[src/rtl/gce_pkg.sv]
// Shared types and constants for the graph connectivity engine.
`timescale 1ns / 1ps

package gce_pkg;

	localparam int VERTEX_W             = 6;
	localparam int CMD_W                = 2;
	localparam int CNT_W                = 7;
	localparam int DEG_W                = 6;
	localparam int S_DATA_W             = 16;
	localparam int M_DATA_W             = 8;
	localparam int DEFAULT_MAX_VERTICES = 64;
	localparam int MATRIX_LIMIT         = 64;

	localparam logic [CNT_W-1:0] VCOUNT_RESET = 7'd64;

	typedef enum logic [CMD_W-1:0] {
		CMD_EDGE  = 2'd0,
		CMD_CLEAR = 2'd1,
		CMD_CONN  = 2'd2,
		CMD_DEG   = 2'd3
	} gce_cmd_t;

	typedef enum logic [1:0] {
		RD_A    = 2'd0,
		RD_B    = 2'd1,
		RD_PICK = 2'd2
	} gce_rd_sel_t;

	typedef struct packed {
		logic        latch;
		gce_rd_sel_t rd_sel;
		logic        mem_wr;
		logic        wr_b;
		logic        clr_all;
		logic        srch_init;
		logic        srch_pick;
		logic        srch_exp;
		logic        deg_init;
		logic        deg_step;
		logic        out_load;
	} gce_ctl_t;

	typedef struct packed {
		gce_cmd_t cmd;
		logic     ab_ok;
		logic     edge_ok;
		logic     hit;
		logic     pend_any;
		logic     deg_zero;
		logic     out_free;
	} gce_sts_t;

endpackage

[src/rtl/gce_ctrl.sv]
// Command sequencer of the graph connectivity engine.
`timescale 1ns / 1ps

module gce_ctrl import gce_pkg::*; (
	input  logic     clk,
	input  logic     arst_n,
	input  logic     s_tvalid,
	output logic     s_tready,
	input  gce_sts_t sts,
	output gce_ctl_t ctl
);

	typedef enum logic [8:0] {
		ST_IDLE      = 9'b000000001,
		ST_DECODE    = 9'b000000010,
		ST_EDGE_WA   = 9'b000000100,
		ST_EDGE_WB   = 9'b000001000,
		ST_SRCH_PICK = 9'b000010000,
		ST_SRCH_EXP  = 9'b000100000,
		ST_DEG_LOAD  = 9'b001000000,
		ST_DEG_CNT   = 9'b010000000,
		ST_DONE      = 9'b100000000
	} gce_state_t;

	gce_state_t state_q;
	gce_state_t state_d;

	assign s_tready = (state_q == ST_IDLE);

	always_comb begin
		state_d = state_q;
		ctl     = '0;
		ctl.rd_sel = RD_A;
		case (state_q)
			ST_IDLE: begin
				if (s_tvalid) begin
					ctl.latch = 1'b1;
					state_d   = ST_DECODE;
				end
			end
			ST_DECODE: begin
				ctl.rd_sel = RD_A;
				case (sts.cmd)
					CMD_EDGE: begin
						state_d = sts.edge_ok ? ST_EDGE_WA : ST_IDLE;
					end
					CMD_CLEAR: begin
						ctl.clr_all = 1'b1;
						state_d     = ST_IDLE;
					end
					CMD_CONN: begin
						ctl.srch_init = 1'b1;
						state_d       = sts.ab_ok ? ST_SRCH_PICK : ST_DONE;
					end
					CMD_DEG: begin
						state_d = ST_DEG_LOAD;
					end
					default: begin
						state_d = ST_IDLE;
					end
				endcase
			end
			ST_EDGE_WA: begin
				ctl.mem_wr = 1'b1;
				ctl.rd_sel = RD_B;
				state_d    = ST_EDGE_WB;
			end
			ST_EDGE_WB: begin
				ctl.mem_wr = 1'b1;
				ctl.wr_b   = 1'b1;
				state_d    = ST_IDLE;
			end
			ST_SRCH_PICK: begin
				ctl.rd_sel = RD_PICK;
				if (sts.hit || !sts.pend_any) begin
					state_d = ST_DONE;
				end else begin
					ctl.srch_pick = 1'b1;
					state_d       = ST_SRCH_EXP;
				end
			end
			ST_SRCH_EXP: begin
				ctl.srch_exp = 1'b1;
				state_d      = ST_SRCH_PICK;
			end
			ST_DEG_LOAD: begin
				ctl.deg_init = 1'b1;
				state_d      = ST_DEG_CNT;
			end
			ST_DEG_CNT: begin
				if (sts.deg_zero) begin
					state_d = ST_DONE;
				end else begin
					ctl.deg_step = 1'b1;
				end
			end
			ST_DONE: begin
				if (sts.out_free) begin
					ctl.out_load = 1'b1;
					state_d      = ST_IDLE;
				end
			end
			default: begin
				state_d = ST_IDLE;
			end
		endcase
	end

	always_ff @(posedge clk or negedge arst_n) begin
		if (!arst_n) begin
			state_q <= ST_IDLE;
		end else begin
			state_q <= state_d;
		end
	end

endmodule

[config.mk]
export PLATFORM = sky130hd
export DESIGN_NAME = gce_ctrl
export DESIGN_NICKNAME = d
export VERILOG_FILES = /design/src/rtl/gce_pkg.sv /design/src/rtl/gce_ctrl.sv
export SDC_FILE = /design/constraint.sdc
export NUM_CORES = 1
export LEC_CHECK = 0
export CAP_MARGIN = 40
export CORE_MARGIN = 2
export CORE_UTILIZATION = 40
export CTS_CLUSTER_DIAMETER = 150
export DETAILED_ROUTE_END_ITERATION = 6
export DONT_BUFFER_PORTS = 1
export PLACE_DENSITY = 0.64
export SLEW_MARGIN = 20
export SYNTH_ARGS = -nofsm -noshare
export SYNTH_HDL_FRONTEND = slang
export SYNTH_SLANG_ARGS = --single-unit
[constraint.sdc]
create_clock -name clk -period 2.1 [get_ports clk]
set_input_delay 0.525 -clock clk [delete_from_list [all_inputs] [get_ports clk]]
set_output_delay 0.525 -clock clk [all_outputs]
set_load 0.05 [all_outputs]
# [After elaboration in Yosys (flattened, before gate mapping)]
# Cells that the tools add are included.
[totals] register_bits=9 input_bits=11 out_inout_bits=13 wordCells=45
[op_classes] eq_ne=15 muxes=24 n_reduce_logical=5
[op_table] cell="case mux 9 bit (8 select lines)" count=1
[op_table] cell="2-to-1 mux 9 bit" count=5
[op_table] cell="case mux 9 bit (4 select lines)" count=1
[op_table] cell="2-to-1 mux 1 bit" count=14
[op_table] cell="equality test 9 x 1 -> 1 bit, second input constant" count=1
[op_table] cell="equality test 9 x 2 -> 1 bit, second input constant" count=1
[op_table] cell="equality test 9 x 3 -> 1 bit, second input constant" count=1
[op_table] cell="equality test 9 x 4 -> 1 bit, second input constant" count=1
[op_table] cell="equality test 9 x 5 -> 1 bit, second input constant" count=1
[op_table] cell="equality test 9 x 6 -> 1 bit, second input constant" count=1
[op_table] cell="equality test 9 x 7 -> 1 bit, second input constant" count=1
[op_table] cell="equality test 9 x 8 -> 1 bit, second input constant" count=1
[op_table] cell="equality test 9 bit, second input constant" count=1
[op_table] cell="!= test 2 bit, second input constant" count=3
[op_table] cell="equality test 2 bit, second input constant" count=2
[op_table] cell="case mux 2 bit (2 select lines)" count=1
[op_table] cell="2-to-1 mux 3 bit" count=1
[op_table] cell="AND reduction 3 bit" count=1
[op_table] cell="equality test 2 x 1 -> 1 bit, second input constant" count=1
[op_table] cell="logical NOT 2 bit" count=1
[op_table] cell="2-to-1 mux 2 bit" count=1
[op_table] cell="OR reduction 2 bit" count=1
[op_table] cell="logical NOT 1 bit" count=1
[op_table] cell="logical OR 1 bit" count=1

# [Longest topological paths before layout]
# Gate-level depths: netlist of the first run.
[logic_depth] ltp_word=4 depth_mapped=6 mapped_depth_nobuf=5

# [Worst setup path before layout of the first run]
# No wires, ideal clock.
[synth_path] path_type="register -> output" start="register state_q[3]" end="output ctl[4] (netlist bit)" t_arrival_ns=2.281 t_required_ns=1.575 slack_ns=-0.706 path_stages_with_launch=4 path_buffers=0 path_cell_list="dfrtp_1 > nor3_1 > nand2_1 > nor4_1"
[synth_lines] element="from (decl)" line_no="gce_ctrl.sv:25" source="gce_state_t state_q;"
[synth_lines] element="from (signal assigned)" line_no="gce_ctrl.sv:113" source="state_q <= state_d;"
[synth_lines] element="to (decl)" line_no="gce_ctrl.sv:10" source="output gce_ctl_t ctl"

==> impl_metrics.csv, run 1 <==
group,metric,value,unit
synthesis,synth_edf_count,0,
synthesis,synthTopCellsByCount,"nor2_1, dfrtp_1, inv_1",
die,core-area,0.00152,sq mm
cells_and_area,nets,117,
synthesis,async_flop_share,100,%
sta,min_period_over_period,109,%
cells_and_area,layout-drive-gt1-share,61.0,%
critical_path,cp.arrival,1770,ps
sta,finalSetupViolations,8,
grt,first_global_vias,700,
critical_path,reg2reg_from,"state_q[5]",
cells_and_area,final_util,76.3,%
worst_hold_path,min_path_type,"primary input to async pin",
critical_path,r2r_setup_slack,200,ps
routing,first_pass_iters,4,
clocking,clockBufferDepth,2,
critical_path,cp-end-kind,"primary output",
critical_path,cp_cell_sequence,"nor4_4, nor3b_4, nand3_2, clkinvlp_4, and2_4",
synthesis,synth_top_area_share,30.6,%
routing,avgRoutedWirePerCell,15.3,microns
sta,fmax,436,MHz
sta,min_period,2290,ps
power_and_ir_drop,power_leakage,0.490,nW
synthesis,ys_top_cells_by_area,"dfrtp_1, nor2_1, dfstp_2",
grt,grt_pass1_wl,2.99,mm
clocking,cts_tree,"done",
critical_path,path_buf_inv,1,
synthesis,ys_seq_area_share,34.6,%
die,die-area,0.00198,sq mm
synthesis,synth_most_common_cell,"nor2_1",
clocking,cts_made_buffers,3,
power_and_ir_drop,power_switching,0.000443,W
cells_and_area,largest_register,"state_q",
critical_path,cp_max_fo,2,
placed_design,dp_hpwl,1.24,mm
critical_path,cpPeakStageDelay,410,ps
sta,final_hold_viol_count,0,
grt,grt_max_degree,9,
status,status,"finished, violations left",
cells_and_area,num-fill-cells,95,
critical_path,slowest_stage,"dfrtp_1",
status,violations,"setup timing",
cells_and_area,syn_to_final_growth,77.6,%
sta,timing.setup.tns,-987,ps
critical_path,r2r_cells,7,
grt,grt_overflow,0,
sta,worstMarginPinSlew,504,ps
synthesis,ys_ff_latch,9,
cells_and_area,largest_reg_flops,9,
sta,slew_violations,0,
power_and_ir_drop,p_clk_share,12.6,%
critical_path,path_class,"register to primary output",
sta,rsz0062_at_grt,"yes",
power_and_ir_drop,ir_drop,0.000736,V
routing,drc,0,
clocking,path_clk_slew,60,ps
synthesis,netlist_area,654,sq um
die,die_h,44.4,microns
grt,antenna_found_initial,0,
routing,vias,660,
die,rows,14,
sta,finalWorstSetupSlack,-191,ps
cells_and_area,top_regs,"state_q: 9 flops",
clocking,cts_sinks,9,
power_and_ir_drop,p_comb_share,63.7,%
synthesis,synth-main-ff-cell,"dfrtp_1",
synthesis,postSynthAreaPerCell,9.09,sq um
power_and_ir_drop,p_total,0.00101,W
synthesis,yosysWarnings,0,
routing,initialDrtViolationCount,13,
grt,track_usage,21.1,%
synthesis,synth_cell_types,32,
placed_design,portBuffers,0,
sta,whs,110,ps
power_and_ir_drop,intPower,0.000570,W
cells_and_area,antennaDiodeCount,0,
die,boundaryPins,24,
routing,viasPerCell,5.45,
synthesis,synth_nets,83,
critical_path,r2r_end,"state_q[0]",
die,start_util,42.9,%
critical_path,startpoint_type,"register",
sta,clock_skew,1.16,ps
critical_path,crit_required,1570,ps
routing,antenna_left,0,
clocking,root_buffer,"clkbuf_4",
clocking,clock_latency,250,ps
placed_design,gp_congestion,0.741,
flow_run,cap_violations,0,
power_and_ir_drop,switching_share,43.8,%
critical_path,path_delay_family,"simple AND/OR/NAND/NOR gates",
synthesis,syn_inst,72,
die,fp.dieW,44.4,microns
sta,slew_headroom,65.5,%
power_and_ir_drop,pwr-share-seq,23.7,%
synthesis,yosysTopAreaCell,"dfrtp_1",
routing,totalWireLength,1.86,mm
clocking,htreeDepth,1,
power_and_ir_drop,power_density,871,mW/mm^2
placed_design,dp_slack,50.3,ps
-- worst max path at each step --
stage                    start       to  slack, ps  cells past startpoint
floorplan           state_q[3]   ctl[4]       -150                      3
global placement    state_q[3]   ctl[6]        110                      5
detailed placement  state_q[3]   ctl[6]         50                      5
CTS                 state_q[6]  ctl[11]       -150                      5
global route        state_q[5]  ctl[11]       -290                      5
finish              state_q[5]  ctl[11]       -190                      5
-- worst register-to-register path: cells and delay by family (launching register included) --
family,cells,cell delay [ps]
and+or+nand+nor,3,780
DFF,1,410
AOI/OAI and AO/OA,2,350
buffers and inverters,2,280
-- cell usage in the layout (no fill, tap or decap), drive strengths merged, types with 2 or more instances in the layout --
master,Yosys,final
nand2,2,2
and3,2,2
buf,1,29
dfrtp,8,8
nor3,4,4
xor2,2,2
clkbuf,0,4
and2,3,3
o21ai,3,3
nand2b,4,4
nor2,11,11
a21oi,2,2
nor4b,2,2
inv,6,5
nor4,3,3
nor3b,2,2
nand3,5,5
-- per-stage QoR --
stage / cell area, sq um / std cells
floorplan: 688 / 72
global placement: 920 / 105
detailed placement: 920 / 105
CTS: 1080 / 116
global route: 1160 / 121
finish: 1160 / 121
-- what timing repair did --
action | in CTS | in global routing
setup endpoints to repair | 11 | 10
endpoints found under the hold margin | 8 | 0
resized for setup | 17 | 10
hold buffers | 1 | 0
pin swaps | 8 | 11
buffers inserted | 6 | 5
-- final cells by class --
type / count / area [sq um] / share of cell area (%)
clock buffer: 4 / 26.3 / 2.26
multi-input combinational: 56 / 534 / 46.0
tap: 16 / 20.0 / 1.72
timing repair buffer: 30 / 327 / 28.1
sequential: 9 / 229 / 19.7
inverter: 6 / 26.3 / 2.26
-- power by group through the flow --
stage               Sequential, W  Combinational (W)  Clock [W]
floorplan                0.000232           0.000329          0
global placement         0.000235           0.000432          0
detailed placement       0.000233           0.000439          0
CTS                      0.000239           0.000542   0.000131
global route             0.000243           0.000687   0.000141
finish                   0.000240           0.000645   0.000128
-- cells by family (layout without fill, tap and decap cells) --
family	count (synthesis)	count (layout)	share of synthesized area (%)
AO/OA/AOI/OAI	13	13	15.7
XOR/XNOR	2	2	2.68
buffers and inverters	7	40	5.16
flip-flops	9	9	34.6
AND/OR/NAND/NOR	41	41	41.9
-- metal layers --
layer,wire length [microns],share of wire [%],global-route usage (%),vias to the layer above
met1,807,44,24.4,305
met5,0,0,0,-
met4,58,3.1,14.5,0
li1,-,-,-,328
met3,86,4.6,3.27,6
met2,902,49,35.6,21
Note: power is estimated with default switching activity, not from simulation.
==> run 2, diff against run 1 <==
--- a/config.mk
+++ b/config.mk
@@ -16,3 +16,4 @@
 export SYNTH_ARGS = -nofsm -noshare
 export SYNTH_HDL_FRONTEND = slang
 export SYNTH_SLANG_ARGS = --single-unit
+export TNS_END_PERCENT = 50
==> run 2 against run 1 <==
  * Register-to-register slack gained 30 ps
  * Via count shrank 2.4%
  * Power shrank 8.2%
  * Final area shrank 8.8%
  * First-iteration DRC count shrank 46%
  * Combinational power shrank 15%
  * The run still ends with setup timing left
  * Critical path depth is the same
==> impl_metrics.csv, run 2 (synthesis results as in run 1) <==
group,metric,value,unit
status,status,"finished, violations left",
status,violations,"setup timing",
cells_and_area,layout_common_cells,"buf_4, nor2_1, dfrtp_1",
sta,min_period,2240,ps
die,boundaryPins,24,
die,fp.dieW,44.4,microns
routing,first_pass_iters,4,
critical_path,r2r_setup_slack,230,ps
power_and_ir_drop,p_total,0.000930,W
cells_and_area,num-fill-cells,110,
critical_path,cp-end-kind,"primary output",
die,die_h,44.4,microns
critical_path,r2r_end,"state_q[0]",
sta,timing.setup.tns,-725,ps
die,die-area,0.00198,sq mm
critical_path,worstSetupEndpoint,"ctl[11]",
cells_and_area,nets,114,
sta,slew_headroom,70.3,%
power_and_ir_drop,pwr-share-seq,26.4,%
sta,fmax,446,MHz
routing,initialDrtViolationCount,7,
sta,final_hold_viol_count,0,
cells_and_area,top_regs,"state_q: 9 flops",
critical_path,crit_required,1570,ps
die,core-area,0.00152,sq mm
cells_and_area,finalNonFillerCells,118,
sta,min_period_over_period,107,%
power_and_ir_drop,power_leakage,0.465,nW
sta,finalSetupViolations,10,
routing,vias,644,
grt,grt_max_degree,9,
cells_and_area,final_util,69.5,%
placed_design,dp_hpwl,1.27,mm
clocking,cts_made_buffers,3,
cells_and_area,largest_register,"state_q",
critical_path,crit_path_start,"state_q[6]",
critical_path,cp.arrival,1720,ps
sta,slew_violations,0,
power_and_ir_drop,p_clk_share,14.5,%
routing,antenna_left,0,
routing,drc,0,
die,start_util,42.9,%
clocking,clock_latency,250,ps
power_and_ir_drop,power_switching,0.000408,W
critical_path,cp_max_fo,2,
power_and_ir_drop,power_density,877,mW/mm^2
clocking,cts_sinks,9,
sta,finalWorstSetupSlack,-143,ps
grt,grt_pass1_wl,2.98,mm
die,rows,14,
routing,viasPerCell,5.46,
clocking,clockBufferDepth,2,
cells_and_area,final_common_cell,"buf_4",
grt,first_global_vias,655,
sta,clock_skew,0.550,ps
clocking,root_buffer,"clkbuf_4",
clocking,cts_tree,"done",
placed_design,portBuffers,0,
critical_path,reg2reg_from,"state_q[6]",
grt,antenna_found_initial,0,
cells_and_area,antennaDiodeCount,0,
worst_hold_path,min_path_type,"primary input to async pin",
cells_and_area,largest_reg_flops,9,
power_and_ir_drop,p_comb_share,59.2,%
flow_run,cap_violations,0,
critical_path,r2r_cells,7,
critical_path,path_class,"register to primary output",
sta,worstMarginPinSlew,434,ps
cells_and_area,syn_to_final_growth,62.0,%
placed_design,gp_congestion,0.777,
routing,avgRoutedWirePerCell,15.7,microns
cells_and_area,layout-drive-gt1-share,55.9,%
grt,grt_overflow,0,
sta,rsz0062_at_grt,"yes",
power_and_ir_drop,ir_drop,0.000657,V
clocking,path_clk_slew,70,ps
power_and_ir_drop,switching_share,43.9,%
grt,track_usage,20.8,%
power_and_ir_drop,intPower,0.000522,W
clocking,htreeDepth,1,
critical_path,startpoint_type,"register",
routing,totalWireLength,1.85,mm
placed_design,dp.cells,105,
## run 2: cell types whose count changed in the layout (fill, tap and decap cells not counted), moves of 2 or more
cell     before  now
buf_12        7    4
nor2_4        5    2
nand2_2       2    0
nand2_1       0    2
nor2_1        5    7
## run 2: repair_timing
| action | CTS | global route |
|---|---|---|
| endpoints found under the hold margin | 8 | 0 |
| hold buffers | 1 | 0 |
| buffers inserted | 6 | 2 |
| pin swaps | 7 | 6 |
| endpoints found under the setup margin | 12 | 13 |
| gates resized for setup | 13 | 8 |
## run 2: final cells by class
cell class | instances | area, sq um | share of cell area [%]
flip-flops and latches | 9 | 229 | 21.6
inverters | 6 | 26.3 | 2.48
well taps | 16 | 20.0 | 1.89
multi-input cells | 56 | 488 | 46.0
repair buffers | 27 | 270 | 25.5
clock buffers | 4 | 26.3 | 2.48
## run 2: worst min-delay path by stage
stage	start	endpoint
floorplan	arst_n	state_q[1]
global placement	arst_n	state_q[3]
detailed placement	arst_n	state_q[3]
CTS	arst_n	state_q[0]
global route	arst_n	state_q[0]
finish	arst_n	state_q[0]
## run 2: worst max-delay path: stages (launching register included)
cell        delay [ps]
dfrtp_1            410
nor4_4             310
nor3b_4            270
nand3_2            140
clkinvlp_4         100
and2_4             230
## run 2: routing by layer
layer  vias to the layer above  GRT usage [%]  part of all wire, %
li1                        314              -                    -
met5                         -              0                    0
met2                        15           35.6                   54
met4                         0           5.45                 0.49
met1                       313           25.6                   41
met3                         2           6.12                  4.9
## run 2: power by group through the flow
stage                     registers, W  logic, W  clock network (W)
after global placement        0.000235  0.000420                  0
after CTS                     0.000243  0.000503           0.000138
after floorplan               0.000232  0.000322                  0
after global routing          0.000249  0.000578           0.000149
final                         0.000245  0.000550           0.000135
after detailed placement      0.000235  0.000430                  0
## run 2: through the flow
| stage | hold slack [ps] | cell area [sq um] | worst slack [ps] |
|---|---|---|---|
| finish | 108 | 1060 | -143 |
| global route | 90.1 | 1060 | -218 |
| CTS | 105 | 1010 | -110 |
| detailed placement | 230 | 873 | 41.2 |
| global placement | 230 | 873 | 103 |
| floorplan | 229 | 679 | -199 |
==> run 3, diff against run 2 <==
--- a/config.mk
+++ b/config.mk
@@ -8,6 +8,7 @@
 export CAP_MARGIN = 40
 export CORE_MARGIN = 2
 export CORE_UTILIZATION = 40
+export CTS_BUF_LIST = sky130_fd_sc_hd__clkbuf_16
 export CTS_CLUSTER_DIAMETER = 150
 export DETAILED_ROUTE_END_ITERATION = 6
 export DONT_BUFFER_PORTS = 1
==> run 3 against run 2 <==
  * The run still ends with setup timing left
  * Setup slack improved by 4.4 ps
  * Count of clock-buffer cells in the layout decreased by 1
  * Clock skew is essentially flat
  * Worst hold slack better by 23 ps
  * Routed wire length rose by 6.9%
  * Power rose by 28%
  * Fmax is 0.20% higher
  * Via count grew 3.3%
  * Core utilization up 7.9 points
  * Global-route usage is 0.68 points higher
  * First-iteration DRC count grew 29%
  * Final area grew 11%
  * Largest cell class unchanged
  * Largest power group unchanged
==> impl_metrics.csv, run 3 (synthesis results as in run 1) <==
group,metric,value,unit
status,status,"finished, violations left",
status,violations,"setup timing",
grt,grt_overflow,0,
sta,finalWorstSetupSlack,-139,ps
critical_path,cp.arrival,1710,ps
power_and_ir_drop,p_total,0.00119,W
cells_and_area,final-seq-area,229,sq um
die,rows,14,
die,fp.dieW,44.4,microns
grt,grt_pass1_wl,2.99,mm
clocking,cts_made_buffers,3,
grt,track_usage,21.5,%
sta,min_period,2240,ps
routing,drc,0,
cells_and_area,layout-drive-gt1-share,59.4,%
critical_path,cp.depth,5,
critical_path,r2r_cells,7,
routing,antenna_left,0,
cells_and_area,nets,118,
sta,slew_headroom,67.2,%
cells_and_area,top_regs,"state_q: 9 flops",
critical_path,cp_max_fo,2,
routing,first_pass_iters,3,
critical_path,crit_required,1570,ps
cells_and_area,largest_register,"state_q",
placed_design,gp_congestion,0.777,
clocking,root_buffer,"clkbuf_16",
power_and_ir_drop,power_density,1010,mW/mm^2
sta,min_period_over_period,107,%
sta,clock_skew,0.675,ps
power_and_ir_drop,power_leakage,0.523,nW
clocking,path_clk_slew,40,ps
critical_path,startpoint_type,"register",
worst_hold_path,min_path_type,"primary input to async pin",
cells_and_area,final_common_cell,"buf_4",
placed_design,portBuffers,0,
clocking,cts_tree,"done",
routing,initialDrtViolationCount,9,
critical_path,cp-end-kind,"primary output",
critical_path,path_buf_inv,1,
cells_and_area,layout_common_cells,"buf_4, buf_6, inv_1, dfrtp_1, nor2_1",
grt,first_global_vias,632,
cells_and_area,num-fill-cells,95,
clocking,clockBufferDepth,2,
sta,worstMarginPinSlew,480,ps
sta,slew_violations,0,
die,die-area,0.00198,sq mm
critical_path,path_class,"register to primary output",
cells_and_area,multi_input_area,514,sq um
sta,final_hold_viol_count,0,
routing,totalWireLength,1.98,mm
power_and_ir_drop,ir_drop,0.000683,V
cells_and_area,syn_to_final_growth,80.3,%
die,die_h,44.4,microns
sta,fmax,447,MHz
critical_path,cpPeakStageDelay,410,ps
grt,antenna_found_initial,0,
routing,vias,665,
die,start_util,42.9,%
die,core-area,0.00152,sq mm
routing,avgRoutedWirePerCell,16.2,microns
clocking,htreeDepth,1,
sta,whs,131,ps
clocking,clock_latency,240,ps
critical_path,slowest_stage,"dfrtp_1",
routing,viasPerCell,5.45,
die,boundaryPins,24,
clocking,cts_sinks,9,
critical_path,cp_cell_sequence,"nor4_4, nor3b_4, nand3_2, clkinvlp_4, and2_4",
sta,finalSetupViolations,10,
flow_run,cap_violations,0,
critical_path,path_delay_family,"simple AND/OR/NAND/NOR gates",
cells_and_area,largest_reg_flops,9,
sta,rsz0062_at_grt,"yes",
grt,grt_max_degree,9,
placed_design,dp_hpwl,1.27,mm
cells_and_area,antennaDiodeCount,0,
-- run 3: cell types whose count changed in the layout (fill, tap and decap cells not counted), sizes merged --
cell,delta
buf,+4
clkbuf,-1
inv,+1
-- run 3: what timing repair did --
item,in CTS,in global routing
pin swaps,6,9
setup buffers,5,7
setup endpoints to repair,9,13
hold buffers,1,0
endpoints found under the hold margin,8,0
resized for setup,13,16
-- run 3: power by group --
group | internal, W | total, W | switching, W
sequential | 0.000206 | 0.000254 | 0.0000479
combinational | 0.000268 | 0.000597 | 0.000329
clock | 0.000249 | 0.000339 | 0.0000891
-- run 3: worst paths after layout --
path | start | to | slack [ps]
setup / recovery | state_q[6] | ctl[11] | -140
hold / removal | arst_n | state_q[0] | 130
setup reg to reg | state_q[6] | state_q[0] | 190
hold reg to reg | state_q[5] | state_q[5] | 680
max in group asynchronous | arst_n | state_q[2] | 1130
min in group clk | sts[7] | state_q[2] | 350
-- run 3: worst reg2reg max path, stage by stage, from the launching register on --
cell	delay (ps)
dfrtp_1	410
nor4_4	330
nor3b_4	280
nand3_2	130
buf_4	160
buf_4	130
a2bb2oi_1	140
a211oi_2	250
-- run 3: cell type report --
type	count	share of cell area (%)
tap	16	1.70
clock buffer	3	6.36
sequential	9	19.4
clock inverter	1	0.318
inverter	6	2.23
timing repair buffer	31	26.4
multi-input combinational	56	43.6
-- run 3: through the flow --
stage / TNS [ps] / setup slack [ps] / util (%) / area, sq um / instances
finish: -825 / -139 / 77.4 / 1180 / 122
global route: -1440 / -182 / 77.4 / 1180 / 122
detailed placement: 0 / 41.2 / 57.3 / 873 / 105
floorplan: -746 / -199 / - / 679 / 72
CTS: -504 / -84.4 / 69.5 / 1060 / 115
global placement: 0 / 103 / 57.3 / 873 / 105
-- run 3: routing by layer --
metal / vias up / track usage, % / wire length [microns]
li1: 326 / - / -
met2: 15 / 33.5 / 1040
met5: - / 0 / 0
met1: 322 / 27.1 / 838
met4: 0 / 9.09 / 8
met3: 2 / 7.35 / 86
